File: src/rtl/assert_macros.svh
// Assertion helpers; they compile to nothing when SYNTHESIS is set.
`ifndef ASSERT_MACROS_SVH
`define ASSERT_MACROS_SVH
`ifndef SYNTHESIS
`define VIA_ASSERT(lbl, expr, msg) \
  lbl: assert property (@(posedge clk) disable iff (!rst_n) (expr)) else $error(msg);
`define VIA_ASSERT_NEXT(lbl, cond, expr, msg) \
  lbl: assert property (@(posedge clk) disable iff (!rst_n) (cond) |=> (expr)) else $error(msg);
`else
`define VIA_ASSERT(lbl, expr, msg)
`define VIA_ASSERT_NEXT(lbl, cond, expr, msg)
`endif
`endif

File: src/rtl/via_pkg.sv
package via_pkg;

  typedef enum logic [3:0] {
    ACT_TICK  = 4'd0,
    ACT_READ  = 4'd1,
    ACT_WRITE = 4'd2,
    ACT_PA    = 4'd3,
    ACT_PB    = 4'd4,
    ACT_CA1   = 4'd5,
    ACT_CA2   = 4'd6,
    ACT_CB1   = 4'd7,
    ACT_CB2   = 4'd8
  } via_act_t;

  typedef enum logic [3:0] {
    REG_ORB   = 4'd0,
    REG_ORA   = 4'd1,
    REG_DDRB  = 4'd2,
    REG_DDRA  = 4'd3,
    REG_T1CL  = 4'd4,
    REG_T1CH  = 4'd5,
    REG_T1LL  = 4'd6,
    REG_T1LH  = 4'd7,
    REG_T2CL  = 4'd8,
    REG_T2CH  = 4'd9,
    REG_SR    = 4'd10,
    REG_ACR   = 4'd11,
    REG_PCR   = 4'd12,
    REG_IFR   = 4'd13,
    REG_IER   = 4'd14,
    REG_IORA2 = 4'd15
  } via_reg_t;

  localparam logic [7:0] FLAG_CA2 = 8'h01;
  localparam logic [7:0] FLAG_CA1 = 8'h02;
  localparam logic [7:0] FLAG_SR  = 8'h04;
  localparam logic [7:0] FLAG_CB2 = 8'h08;
  localparam logic [7:0] FLAG_CB1 = 8'h10;
  localparam logic [7:0] FLAG_T2  = 8'h20;
  localparam logic [7:0] FLAG_T1  = 8'h40;

  typedef struct packed {
    logic [7:0]  out_a;
    logic [7:0]  out_b;
    logic [7:0]  dir_a;
    logic [7:0]  dir_b;
    logic [7:0]  in_a;
    logic [7:0]  in_b;
    logic [7:0]  in_a_l;
    logic [7:0]  in_b_l;
    logic [15:0] t1_cnt;
    logic [15:0] t1_lat;
    logic        t1_run;
    logic        t1_rld;
    logic [15:0] t2_cnt;
    logic [15:0] t2_lat;
    logic        t2_run;
    logic        t2_skip;
    logic [7:0]  sr_data;
    logic [3:0]  sr_cnt;
    logic [7:0]  sr_div;
    logic        sr_act;
    logic [7:0]  acr;
    logic [7:0]  pcr;
    logic [7:0]  ifr;
    logic [6:0]  ier;
    logic        ca1;
    logic        ca2;
    logic        ca2_pend;
    logic        cb1;
    logic        cb2;
    logic        cb2_pend;
  } via_state_t;

  typedef struct packed {
    logic [3:0] action;
    logic [3:0] reg_offset;
    logic [7:0] data_in;
    logic [2:0] pin_bit;
  } via_req_t;

  typedef struct packed {
    logic [7:0] read_data;
    logic       irq_line;
    logic       irq_request;
    logic       irq_release;
    logic [7:0] port_a_out;
    logic [7:0] port_b_out;
    logic       ca2_level;
    logic       cb1_level;
    logic       cb2_level;
    logic       orb_written;
    logic       porta_update;
  } via_res_t;

endpackage

File: src/rtl/versatile_interface_adapter.sv
// channel | signals                                        | role
// in      | in_valid/in_ready, action, reg_offset, data, pin | request into the adapter
// out     | out_valid/out_ready, read_data .. porta_update   | one result per request
// One request per clock while out_ready holds; path: input register, result register.
// The state update runs in one pass of via_core when the request leaves the input register.
// Synchronous active-low reset clears all state and both valid flags.
// A stalled result holds; the input register still takes a request while it frees.
`include "assert_macros.svh"
module versatile_interface_adapter import via_pkg::*; (
  input  logic       clk,
  input  logic       rst_n,
  input  logic       in_valid,
  output logic       in_ready,
  input  logic [3:0] in_action,
  input  logic [3:0] in_reg_offset,
  input  logic [7:0] in_data_in,
  input  logic [2:0] in_pin_bit,
  output logic       out_valid,
  input  logic       out_ready,
  output logic [7:0] out_read_data,
  output logic       out_irq_line,
  output logic       out_irq_request,
  output logic       out_irq_release,
  output logic [7:0] out_port_a_out,
  output logic [7:0] out_port_b_out,
  output logic       out_ca2_level,
  output logic       out_cb1_level,
  output logic       out_cb2_level,
  output logic       out_orb_written,
  output logic       out_porta_update
);

  via_req_t   rq_r;
  logic       rq_valid_r;
  via_state_t st_r, st_nxt;
  via_res_t   res_r, res_nxt;
  logic       res_valid_r;
  logic       advance;

  assign advance  = rq_valid_r && (!res_valid_r || out_ready);
  assign in_ready = !rq_valid_r || advance;

  via_core u_core (
    .st     (st_r),
    .rq     (rq_r),
    .st_nxt (st_nxt),
    .res    (res_nxt)
  );

  always_ff @(posedge clk) begin
    if (!rst_n) begin
      rq_valid_r  <= 1'b0;
      res_valid_r <= 1'b0;
      st_r        <= '0;
    end else begin
      if (in_ready) rq_valid_r <= in_valid;
      if (advance) begin
        st_r        <= st_nxt;
        res_valid_r <= 1'b1;
      end else if (out_ready) begin
        res_valid_r <= 1'b0;
      end
    end
  end

  always_ff @(posedge clk) begin
    if (in_ready && in_valid) begin
      rq_r.action     <= in_action;
      rq_r.reg_offset <= in_reg_offset;
      rq_r.data_in    <= in_data_in;
      rq_r.pin_bit    <= in_pin_bit;
    end
    if (advance) res_r <= res_nxt;
  end

  assign out_valid        = res_valid_r;
  assign out_read_data    = res_r.read_data;
  assign out_irq_line     = res_r.irq_line;
  assign out_irq_request  = res_r.irq_request;
  assign out_irq_release  = res_r.irq_release;
  assign out_port_a_out   = res_r.port_a_out;
  assign out_port_b_out   = res_r.port_b_out;
  assign out_ca2_level    = res_r.ca2_level;
  assign out_cb1_level    = res_r.cb1_level;
  assign out_cb2_level    = res_r.cb2_level;
  assign out_orb_written  = res_r.orb_written;
  assign out_porta_update = res_r.porta_update;

  `VIA_ASSERT(a_irq_sum, st_r.ifr[7] == (|(st_r.ifr[6:0] & st_r.ier)), "IFR bit 7 out of step")
  `VIA_ASSERT(a_req_rel, !(res_valid_r && res_r.irq_request && res_r.irq_release), "request and release together")
  `VIA_ASSERT(a_line_state, !res_valid_r || res_r.irq_line == st_r.ifr[7], "irq line disagrees with state")
  `VIA_ASSERT_NEXT(a_advance, advance, res_valid_r, "result lost after advance")

endmodule

File: src/rtl/via_core.sv
module via_core import via_pkg::*; (
  input  via_state_t st,
  input  via_req_t   rq,
  output via_state_t st_nxt,
  output via_res_t   res
);

  function automatic via_state_t raise(input via_state_t s, input logic [7:0] b);
    via_state_t t;
    t = s;
    t.ifr = t.ifr | b;
    if (t.acr[0] && b[1]) t.in_a_l = t.in_a;
    if (t.acr[1] && b[4]) t.in_b_l = t.in_b;
    if (|(t.ifr[6:0] & t.ier)) t.ifr[7] = 1'b1;
    return t;
  endfunction

  function automatic via_state_t drop(input via_state_t s, input logic [7:0] b);
    via_state_t t;
    t = s;
    t.ifr = t.ifr & ~b;
    if (!(|(t.ifr[6:0] & t.ier))) t.ifr[7] = 1'b0;
    return t;
  endfunction

  via_state_t s;
  logic       req, rel, orb, pa, lvl, go;
  logic [7:0] rd, m;
  logic [2:0] md;

  always_comb begin
    s   = st;
    req = 1'b0;
    rel = 1'b0;
    orb = 1'b0;
    pa  = 1'b0;
    go  = 1'b0;
    rd  = 8'h00;
    lvl = rq.data_in[0];
    m   = 8'h01 << rq.pin_bit;
    md  = s.acr[4:2];
    case (rq.action)
      ACT_TICK: begin
        if (s.ca2_pend) begin
          s.ca2 = 1'b1;
          s.ca2_pend = 1'b0;
        end
        if (s.cb2_pend) begin
          s.cb2 = 1'b1;
          s.cb2_pend = 1'b0;
        end
        if (s.t1_rld) begin
          s.t1_rld = 1'b0;
          s.t1_cnt = s.t1_lat;
        end else begin
          if (s.acr[6]) begin
            if (s.t1_cnt == 16'h0000) begin
              s = raise(s, FLAG_T1);
              req = req | (|(FLAG_T1[6:0] & s.ier));
              if (s.acr[7]) s.out_b[7] = ~s.out_b[7];
              s.t1_rld = 1'b1;
            end
          end else if (s.t1_run && s.t1_cnt == 16'h0000) begin
            s = raise(s, FLAG_T1);
            req = req | (|(FLAG_T1[6:0] & s.ier));
            if (s.acr[7]) s.out_b[7] = 1'b1;
            s.t1_run = 1'b0;
          end
          s.t1_cnt = s.t1_cnt - 16'd1;
        end
        if (!s.acr[5]) begin
          if (s.t2_skip) begin
            s.t2_skip = 1'b0;
          end else begin
            if (s.t2_run && s.t2_cnt == 16'h0000) begin
              s = raise(s, FLAG_T2);
              req = req | (|(FLAG_T2[6:0] & s.ier));
              s.t2_run = 1'b0;
            end
            s.t2_cnt = s.t2_cnt - 16'd1;
          end
        end
        if (md == 3'd3 || md == 3'd7) begin
          if (s.ifr[2]) s = drop(s, FLAG_SR);
          s.sr_act = 1'b0;
          s.sr_cnt = 4'd0;
        end else if (md != 3'd0 && s.sr_act) begin
          go = 1'b1;
          if (md == 3'd1 || md == 3'd4 || md == 3'd5) begin
            if (s.sr_div == 8'h00) begin
              s.sr_div = s.t2_lat[7:0];
              go = 1'b0;
            end else begin
              s.sr_div = s.sr_div - 8'd1;
              go = (s.sr_div == 8'h00);
            end
          end
          if (go) begin
            s.cb1 = ~s.cb1;
            if (md == 3'd1 || md == 3'd2) begin
              if (s.cb1) begin
                s.sr_data = {s.sr_data[6:0], s.cb2};
                s.sr_cnt = s.sr_cnt + 4'd1;
                if (s.sr_cnt == 4'd8) begin
                  s = raise(s, FLAG_SR);
                  req = req | (|(FLAG_SR[6:0] & s.ier));
                  s.sr_div = 8'h00;
                  s.sr_act = 1'b0;
                end
              end
            end else if (!s.cb1) begin
              s.cb2 = s.sr_data[7];
              s.sr_data = {s.sr_data[6:0], s.cb2};
              if (md == 3'd4) begin
                s.sr_cnt = {1'b0, s.sr_cnt[2:0] + 3'd1};
              end else begin
                s.sr_cnt = s.sr_cnt + 4'd1;
                if (s.sr_cnt == 4'd8) begin
                  s = raise(s, FLAG_SR);
                  req = req | (|(FLAG_SR[6:0] & s.ier));
                  s.sr_div = 8'h00;
                  s.sr_act = 1'b0;
                end
              end
            end
          end
        end
      end
      ACT_READ: begin
        unique case (rq.reg_offset)
          REG_ORB: begin
            s = drop(s, FLAG_CB1);
            case (s.pcr[7:5])
              3'd0, 3'd2: s = drop(s, FLAG_CB2);
              3'd4: s.cb2 = 1'b0;
              3'd5: begin
                s.cb2 = 1'b0;
                s.cb2_pend = 1'b1;
              end
              default: ;
            endcase
            rd = (s.out_b & s.dir_b) | ((s.acr[1] ? s.in_b_l : s.in_b) & ~s.dir_b);
          end
          REG_ORA: begin
            s = drop(s, FLAG_CA1);
            case (s.pcr[3:1])
              3'd0, 3'd2: s = drop(s, FLAG_CA2);
              3'd4: s.ca2 = 1'b0;
              3'd5: begin
                s.ca2 = 1'b0;
                s.ca2_pend = 1'b1;
              end
              default: ;
            endcase
            rd = (s.out_a & s.dir_a) | ((s.acr[0] ? s.in_a_l : s.in_a) & ~s.dir_a);
          end
          REG_DDRB: rd = s.dir_b;
          REG_DDRA: rd = s.dir_a;
          REG_T1CL: begin
            s = drop(s, FLAG_T1);
            rd = s.t1_cnt[7:0];
          end
          REG_T1CH: rd = s.t1_cnt[15:8];
          REG_T1LL: rd = s.t1_lat[7:0];
          REG_T1LH: rd = s.t1_lat[15:8];
          REG_T2CL: begin
            s = drop(s, FLAG_T2);
            rd = s.t2_cnt[7:0];
          end
          REG_T2CH: rd = s.t2_cnt[15:8];
          REG_SR: begin
            s.sr_div = 8'h00;
            s.sr_cnt = 4'd0;
            s.sr_act = 1'b1;
            s = drop(s, FLAG_SR);
            rd = s.sr_data;
          end
          REG_ACR: rd = s.acr;
          REG_PCR: rd = s.pcr;
          REG_IFR: rd = s.ifr;
          REG_IER: rd = {1'b1, s.ier};
          default: rd = (s.out_a & s.dir_a) | (s.in_a & ~s.dir_a);
        endcase
      end
      ACT_WRITE: begin
        unique case (rq.reg_offset)
          REG_ORB: begin
            s.out_b = rq.data_in;
            s = drop(s, FLAG_CB1);
            case (s.pcr[7:5])
              3'd0, 3'd2: s = drop(s, FLAG_CB2);
              3'd4: s.cb2 = 1'b0;
              3'd5: begin
                s.cb2 = 1'b0;
                s.cb2_pend = 1'b1;
              end
              default: ;
            endcase
            orb = 1'b1;
          end
          REG_ORA: begin
            s.out_a = rq.data_in;
            s = drop(s, FLAG_CA1);
            case (s.pcr[3:1])
              3'd0, 3'd2: s = drop(s, FLAG_CA2);
              3'd4: s.ca2 = 1'b0;
              3'd5: begin
                s.ca2 = 1'b0;
                s.ca2_pend = 1'b1;
              end
              default: ;
            endcase
            pa = 1'b1;
          end
          REG_DDRB: s.dir_b = rq.data_in;
          REG_DDRA: s.dir_a = rq.data_in;
          REG_T1CL, REG_T1LL: s.t1_lat[7:0] = rq.data_in;
          REG_T1CH: begin
            s.t1_lat[15:8] = rq.data_in;
            s.t1_cnt = s.t1_lat;
            s.t1_rld = 1'b1;
            s.t1_run = 1'b1;
            s = drop(s, FLAG_T1);
            if (s.acr[7:6] == 2'b10) s.out_b[7] = 1'b0;
          end
          REG_T1LH: begin
            s.t1_lat[15:8] = rq.data_in;
            s = drop(s, FLAG_T1);
          end
          REG_T2CL: s.t2_lat[7:0] = rq.data_in;
          REG_T2CH: begin
            s.t2_lat[15:8] = rq.data_in;
            s.t2_cnt = s.t2_lat;
            s.t2_run = 1'b1;
            s.t2_skip = 1'b1;
            s = drop(s, FLAG_T2);
          end
          REG_SR: begin
            s.sr_data = rq.data_in;
            s.sr_div = 8'h00;
            s.sr_cnt = 4'd0;
            s.sr_act = 1'b1;
            s = drop(s, FLAG_SR);
          end
          REG_ACR: begin
            s.acr = rq.data_in;
            if (!rq.data_in[6]) s.t1_rld = 1'b0;
          end
          REG_PCR: begin
            s.pcr = rq.data_in;
            if (rq.data_in[3:1] == 3'd6) begin
              s.ca2 = 1'b0;
              s.ca2_pend = 1'b0;
            end else if (rq.data_in[3:1] == 3'd7) begin
              s.ca2 = 1'b1;
            end
            if (rq.data_in[7:5] == 3'd6) begin
              s.cb2 = 1'b0;
              s.cb2_pend = 1'b0;
            end else if (rq.data_in[7:5] == 3'd7) begin
              s.cb2 = 1'b1;
            end
            pa = 1'b1;
          end
          REG_IFR: begin
            s.ifr = s.ifr & {1'b0, ~rq.data_in[6:0]};
            if (|(s.ifr[6:0] & s.ier)) s.ifr[7] = 1'b1;
            else rel = 1'b1;
          end
          REG_IER: begin
            if (rq.data_in[7]) s.ier = s.ier | rq.data_in[6:0];
            else s.ier = s.ier & ~rq.data_in[6:0];
            if (|(s.ifr[6:0] & s.ier)) begin
              if (!s.ifr[7]) begin
                req = 1'b1;
                s.ifr[7] = 1'b1;
              end
            end else begin
              rel = 1'b1;
              s.ifr[7] = 1'b0;
            end
          end
          default: begin
            s.out_a = rq.data_in;
            pa = 1'b1;
          end
        endcase
      end
      ACT_PA: s.in_a = (s.in_a & ~m) | (lvl ? m : 8'h00);
      ACT_PB: begin
        go = s.in_b[6];
        s.in_b = (s.in_b & ~m) | (lvl ? m : 8'h00);
        if (s.acr[5] && rq.pin_bit == 3'd6 && go && !lvl) begin
          s.t2_cnt = s.t2_cnt - 16'd1;
          if (s.t2_run && s.t2_cnt == 16'h0000) begin
            s = raise(s, FLAG_T2);
            req = req | (|(FLAG_T2[6:0] & s.ier));
            s.t2_run = 1'b0;
          end
        end
      end
      ACT_CA1: begin
        if (s.ca1 != lvl) begin
          s.ca1 = lvl;
          if (lvl == s.pcr[0]) begin
            s = raise(s, FLAG_CA1);
            req = req | (|(FLAG_CA1[6:0] & s.ier));
          end
          if (lvl && !s.ca2 && s.pcr[3:1] == 3'd4) s.ca2 = 1'b1;
        end
      end
      ACT_CA2: begin
        if (s.ca2 != lvl) begin
          s.ca2 = lvl;
          if ((lvl && s.pcr[3:2] == 2'd1) || (!lvl && s.pcr[3:2] == 2'd0)) begin
            s = raise(s, FLAG_CA2);
            req = req | (|(FLAG_CA2[6:0] & s.ier));
          end
        end
      end
      ACT_CB1: begin
        if (s.cb1 != lvl) begin
          s.cb1 = lvl;
          if (lvl == s.pcr[4]) begin
            s = raise(s, FLAG_CB1);
            req = req | (|(FLAG_CB1[6:0] & s.ier));
          end
          if (lvl && !s.cb2 && s.pcr[7:5] == 3'd4) s.cb2 = 1'b1;
        end
      end
      ACT_CB2: begin
        if (s.cb2 != lvl) begin
          s.cb2 = lvl;
          if ((lvl && s.pcr[7:6] == 2'd1) || (!lvl && s.pcr[7:6] == 2'd0)) begin
            s = raise(s, FLAG_CB2);
            req = req | (|(FLAG_CB2[6:0] & s.ier));
          end
        end
      end
      default: ;
    endcase
    st_nxt = s;
    res.read_data    = rd;
    res.irq_line     = s.ifr[7];
    res.irq_request  = req;
    res.irq_release  = rel;
    res.port_a_out   = s.out_a;
    res.port_b_out   = s.out_b;
    res.ca2_level    = s.ca2;
    res.cb1_level    = s.cb1;
    res.cb2_level    = s.cb2;
    res.orb_written  = orb;
    res.porta_update = pa;
  end

endmodule
File: config.mk
export PLATFORM = sky130hd
export DESIGN_NAME = versatile_interface_adapter
export DESIGN_NICKNAME = d
export VERILOG_FILES = /design/src/rtl/via_pkg.sv /design/src/rtl/versatile_interface_adapter.sv /design/src/rtl/via_core.sv
export VERILOG_INCLUDE_DIRS = /design/src /design/src/rtl
export SDC_FILE = /design/constraint.sdc
export NUM_CORES = 1
export LEC_CHECK = 0
export BUFFER_PORTS_ARGS = -buffer_cell sky130_fd_sc_hd__buf_2
export CORE_AREA = 2 2 208 210
export DETAILED_ROUTE_END_ITERATION = 8
export DIE_AREA = 0 0 210 212
export PLACE_DENSITY_LB_ADDON = 0.15
export REMOVE_ABC_BUFFERS = 1
export SYNTH_ARGS = -nofsm -noshare
export SYNTH_HDL_FRONTEND = slang
export SYNTH_SLANG_ARGS = --single-unit
File: constraint.sdc
create_clock -name clk -period 2.9 [get_ports clk]
set_input_delay 0.29 -clock clk [delete_from_list [all_inputs] [get_ports clk]]
set_output_delay 0.29 -clock clk [all_outputs]
set_load 0.005 [all_outputs]
# == After elaboration in Yosys (flattened, before gate mapping) ==
# Cells that the tools add are included.
# Widths: inputs -> output; s select.
# totals
out_inout_bits,34
ff_bits,243
# classes
n_shift,1
n_reduce_logical,119
addsub,6
mux,167
n_bitwise,50
n_eq_ne,105
# ops
operator,n
$mux 190,13
$pmux 150 s8,1
$pmux 190 s5,1
$mux 182,3
$mux 58,7
$mux 188,2
$mux 185,2
$mux 92,3
$pmux 32 s8,1
$pmux 8 s3,8
$mux 142,1
$mux 46,3
$mux 134,1
$mux 131,1
$and 7x7->7,18
$reduce_or 7->1,18
$reduce_and 11->1,11
$mux 60,2
$pmux 8 s15,1
$mux 21,5
$reduce_and 15->1,7
$pmux 24 s4,1
$pmux 23 s4,1
$mux 1,78
68 further kinds,259

# == Longest topological paths before layout ==
# logic_depth
ltp_word,31
mapped_depth,11
mapped_depth_nobuf,9

# == Modules after synthesis ==
# From an unflattened synthesis, not the netlist that was laid out.
# unflattened
hier_cells,2015
area_unflattened_um2,16489.6
# by_module_without_submodules
mod,instances,seq_area_each_um2,area_each_um2,cells_per_inst
versatile_interface_adapter,1,5375.2,9365.2,885
via_core,1,0.0,7124.3,1130

# == Least setup slack after synthesis ==
# Ideal clock, no wire load.
# synth_timing
path_kind,register -> register
from,register rq_r[3] in the netlist's numbering
to,"register res_r, in the netlist out_irq_line (data pin)"
slack_ns,0.214
period_less_slack_ns,2.686
stages_incl_launch_ff,9
setup_time_ns,0.264
arrival_ns,2.422
required_ns,2.636
path_cell_list,edfxtp_1 clkbuf_1 mux2_2 a22oi_1 a31o_2 o21ai_0 or4_1 a211oi_1 a21oi_1
# synth_rtl
element,line,text
"start, declared",versatile_interface_adapter.sv:33,via_req_t rq_r;
"end signal, assigned",versatile_interface_adapter.sv:73,if (advance) res_r <= res_nxt;
"end, declared",versatile_interface_adapter.sv:36,"via_res_t res_r, res_nxt;"

# == Worst setup path after layout ==
# layout_timing
from,register rq_r[16] in the netlist's numbering
to,register st_r[15] in the netlist's numbering
# layout_via
elab_chain_len,3
# layout_lines
element,line,text
"$eq 4x2->1, or another cell as far along",via_core.sv:42,case (rq.action)
"$ne 3x3->1 (no source line), or another cell as far along",--,
$reduce_and 17->1 (no source line),--,
"end signal, assigned",versatile_interface_adapter.sv:58,st_r <= st_nxt;
"end, declared",versatile_interface_adapter.sv:35,"via_state_t st_r, st_nxt;"
# Parallel ways exist; a longest one is shown, timed or not.
# A chain may end at the register's enable or synchronous reset.

==> out/qor.csv <==
metric,value,unit
crit path max-delay cell type,edfxtp_1,
Commonest cells post-synth,"209 x nor2_1, 184 x dfxtp_1, 166 x nand2_1",
CTS sink count,235,
largest net degree at the start of global routing,69,
slew of the pin with the lowest slew margin,0.891,ns
#FFs+latches synth,235,
maximum vdd drop,0.457,mV
post-synthesis sequential area ratio,0.377,
post-route ant nets,0,
most frequent cell after synthesis,nor2_1,
Setup CP Type,register to register,
die span in y,212,µm
drt first pass iters,6,
CTS tree,done,
Longest Clk Path Bufs,3,
core outline area,42500,µm²
mapped cell area,13800,µm²
Synth top area share,0.266,
P per Cell Area,472,nW/µm²
Starting Density,0.325,
Hold WS,0.0494,ns
clock latency on the worst-skew pair,0.61,ns
antenna cells,0,
Max-slew headroom,0.406,
CP Max Fanout,29,
PortBufs,56,
Required @ worst endpoint,3.39,ns
H-tree depth,1,
most frequent CP cell,buf_4,
library cells used by synthesis,97,
ranking of synthesized cells by area,"dfxtp_1 27%, edfxtp_1 11%, mux2i_1 6.9%, nor2_1 5.7%, a21oi_1 5.4%",
Tmin final,2.82,ns
Slew Limit Fails,0,
DRT iter0 DRCs,1445,
layout cell share with drive strength beyond 1,0.193,
area of the die,44500,µm²
Crit. End Element,register,
Root Driver,clkbuf_16,
initial antenna violation count,1,
Max Freq,0.354,GHz
data arrival time of the worst path,3.31,ns
GRT Util Overall,0.289,
fin util,0.403,
Die X-Extent,210,µm
Leakage,6.22,nW
"CTS clk-pin slew, worst paths",0.06,ns
crit path launch type,register,
Hold WC Path Type,primary input to register,
vias,14300,
fraction of registers with async set/reset,0,
WL/cell,26.9,µm
Setup Viol. Count Final,0,
Final Power,8.08,mW
Post-Route WL,65200,µm
CTS buffer count,30,
global-route wire length before repair,94800,µm
dpl hpwl,48700,µm
RSZ-0062 raised after global routing,false,
Post-Syn Instances,1675,
Crit path largest cell delay,0.43,ns
final hold vios,0,
final net count,1894,
syn_area_per_cell,8.26,µm²
Main synth FF type,dfxtp_1,
fin crit share,0.974,
number of synthesized flops with an enable pin,51,
Non-Filler Instances,2423,
max-cap violations,0,
synth warn,0,
"Remaining Overflow, GRT",0,
status,finished clean,
R2R setup slack,0.08,ns
# placed instances,2343,
Via density,5.90,
Filler Cell Count,4351,
Ports,57,
cell taking the most area after synthesis,dfxtp_1,
DRC viols,0,
vias in the first global route,13700,
# rows,76,
P&R area growth vs syn,23.7,%
GPL Wtd Cong,1.03,
CP cell instances,"buf_12, nor4b_4, buf_4, a22oi_1, o21ai_0, buf_4, or3_1, nor3_1, mux2i_1, o21a_1",
Clock Skews,0.0304,ns
==> power breakdown <==
part	switching [mW]	leakage (nW)	internal (mW)
Clock	1.59	0.483	2.21
Combinational	0.555	3.77	0.295
Sequential	0.0406	1.97	3.39
Total	2.18	6.22	5.90
==> what timing repair did <==
action | CTS | global route
setup endpoints to repair | 3 | 44
pin swaps | 0 | 1
hold endpoints to repair | 20 | 0
gates resized for setup | 3 | 6
hold buffers | 20 | 0
buffers inserted | 0 | 4
==> cell families (layout without fill, tap and decap cells) <==
family / after synthesis / count (layout) / synth area share
AND/OR/NAND/NOR: 627 / 627 / 0.226
AO/OA/AOI/OAI: 499 / 499 / 0.231
flip-flops: 235 / 235 / 0.377
buffers and inverters: 158 / 360 / 0.0481
multiplexers: 123 / 123 / 0.0916
adder cells (fa/ha/maj): 19 / 19 / 0.0170
XOR/XNOR: 14 / 14 / 0.00887
==> through the flow <==
stage / setup WS [ns] / instance area, µm² / setup TNS, ns
global placement: -0.230 / 15900 / -0.761
detailed placement: -0.161 / 15900 / -0.420
floorplan: -0.666 / 13300 / -52.32
global route: 0.00685 / 17100 / 0
finish: 0.0757 / 17100 / 0
CTS: 0.000694 / 17100 / 0
==> cell type report <==
type / count / area (µm²) / area share
Inverter: 36 / 138 / 0.00804
Clock inverter: 12 / 135 / 0.00790
Sequential cell: 235 / 5220 / 0.305
Multi-Input combinational cell: 1282 / 8010 / 0.468
Timing Repair Buffer: 268 / 2080 / 0.122
Tap cell: 546 / 683 / 0.0399
Clock buffer: 44 / 853 / 0.0499
==> worst paths after layout <==
kind              from        end  cells past startpoint
max           rq_r[16]   st_r[15]                     10
min          out_ready  out_valid                      3
max reg2reg   rq_r[16]   st_r[15]                     10
min reg2reg    st_r[5]    st_r[5]                      2
==> state kept, by name, indices dropped and copies added (netlist names), named ones only <==
name	flops
st_r	174
rq_r	19
out_porta_update	1
out_irq_release	1
rq_valid_r	1
out_read_data	8
out_cb2_level	1
out_irq_line	1
out_ca2_level	1
out_cb1_level	1
out_valid	1
out_port_b_out	8
out_port_a_out	8
out_irq_request	1
out_orb_written	1
==> routing by layer <==
layer / share of wire / wire length [µm] / global-route usage / vias to the layer above
met5: 0 / 0 / 0 / -
met3: 0.070 / 4570 / 0.0421 / 137
li1: - / - / - / 6549
met1: 0.44 / 28900 / 0.396 / 7006
met4: 0.054 / 3510 / 0.139 / 0
met2: 0.43 / 28200 / 0.448 / 597
==> cell usage in the layout (no fill, tap or decap), drive strengths merged, types with 25 or more instances in the layout <==
master and instances:
a211oi 27, a21oi 150, a22oi 29, buf 248, clkbuf 44, dfxtp 184, edfxtp 51, inv 36
mux2 28, mux2i 95, nand2 166, nand3 31, nor2 213, nor2b 25, nor3 43, o21ai 124
==> worst max-delay path, delay by kind of cell, from the launching register on <==
kind	cells	cell delay, ns
compound gates	3	0.57
buf+inv	3	0.58
flops	1	0.43
mux	1	0.23
simple gates	3	0.88
Note: power is estimated with default switching activity, not from simulation.
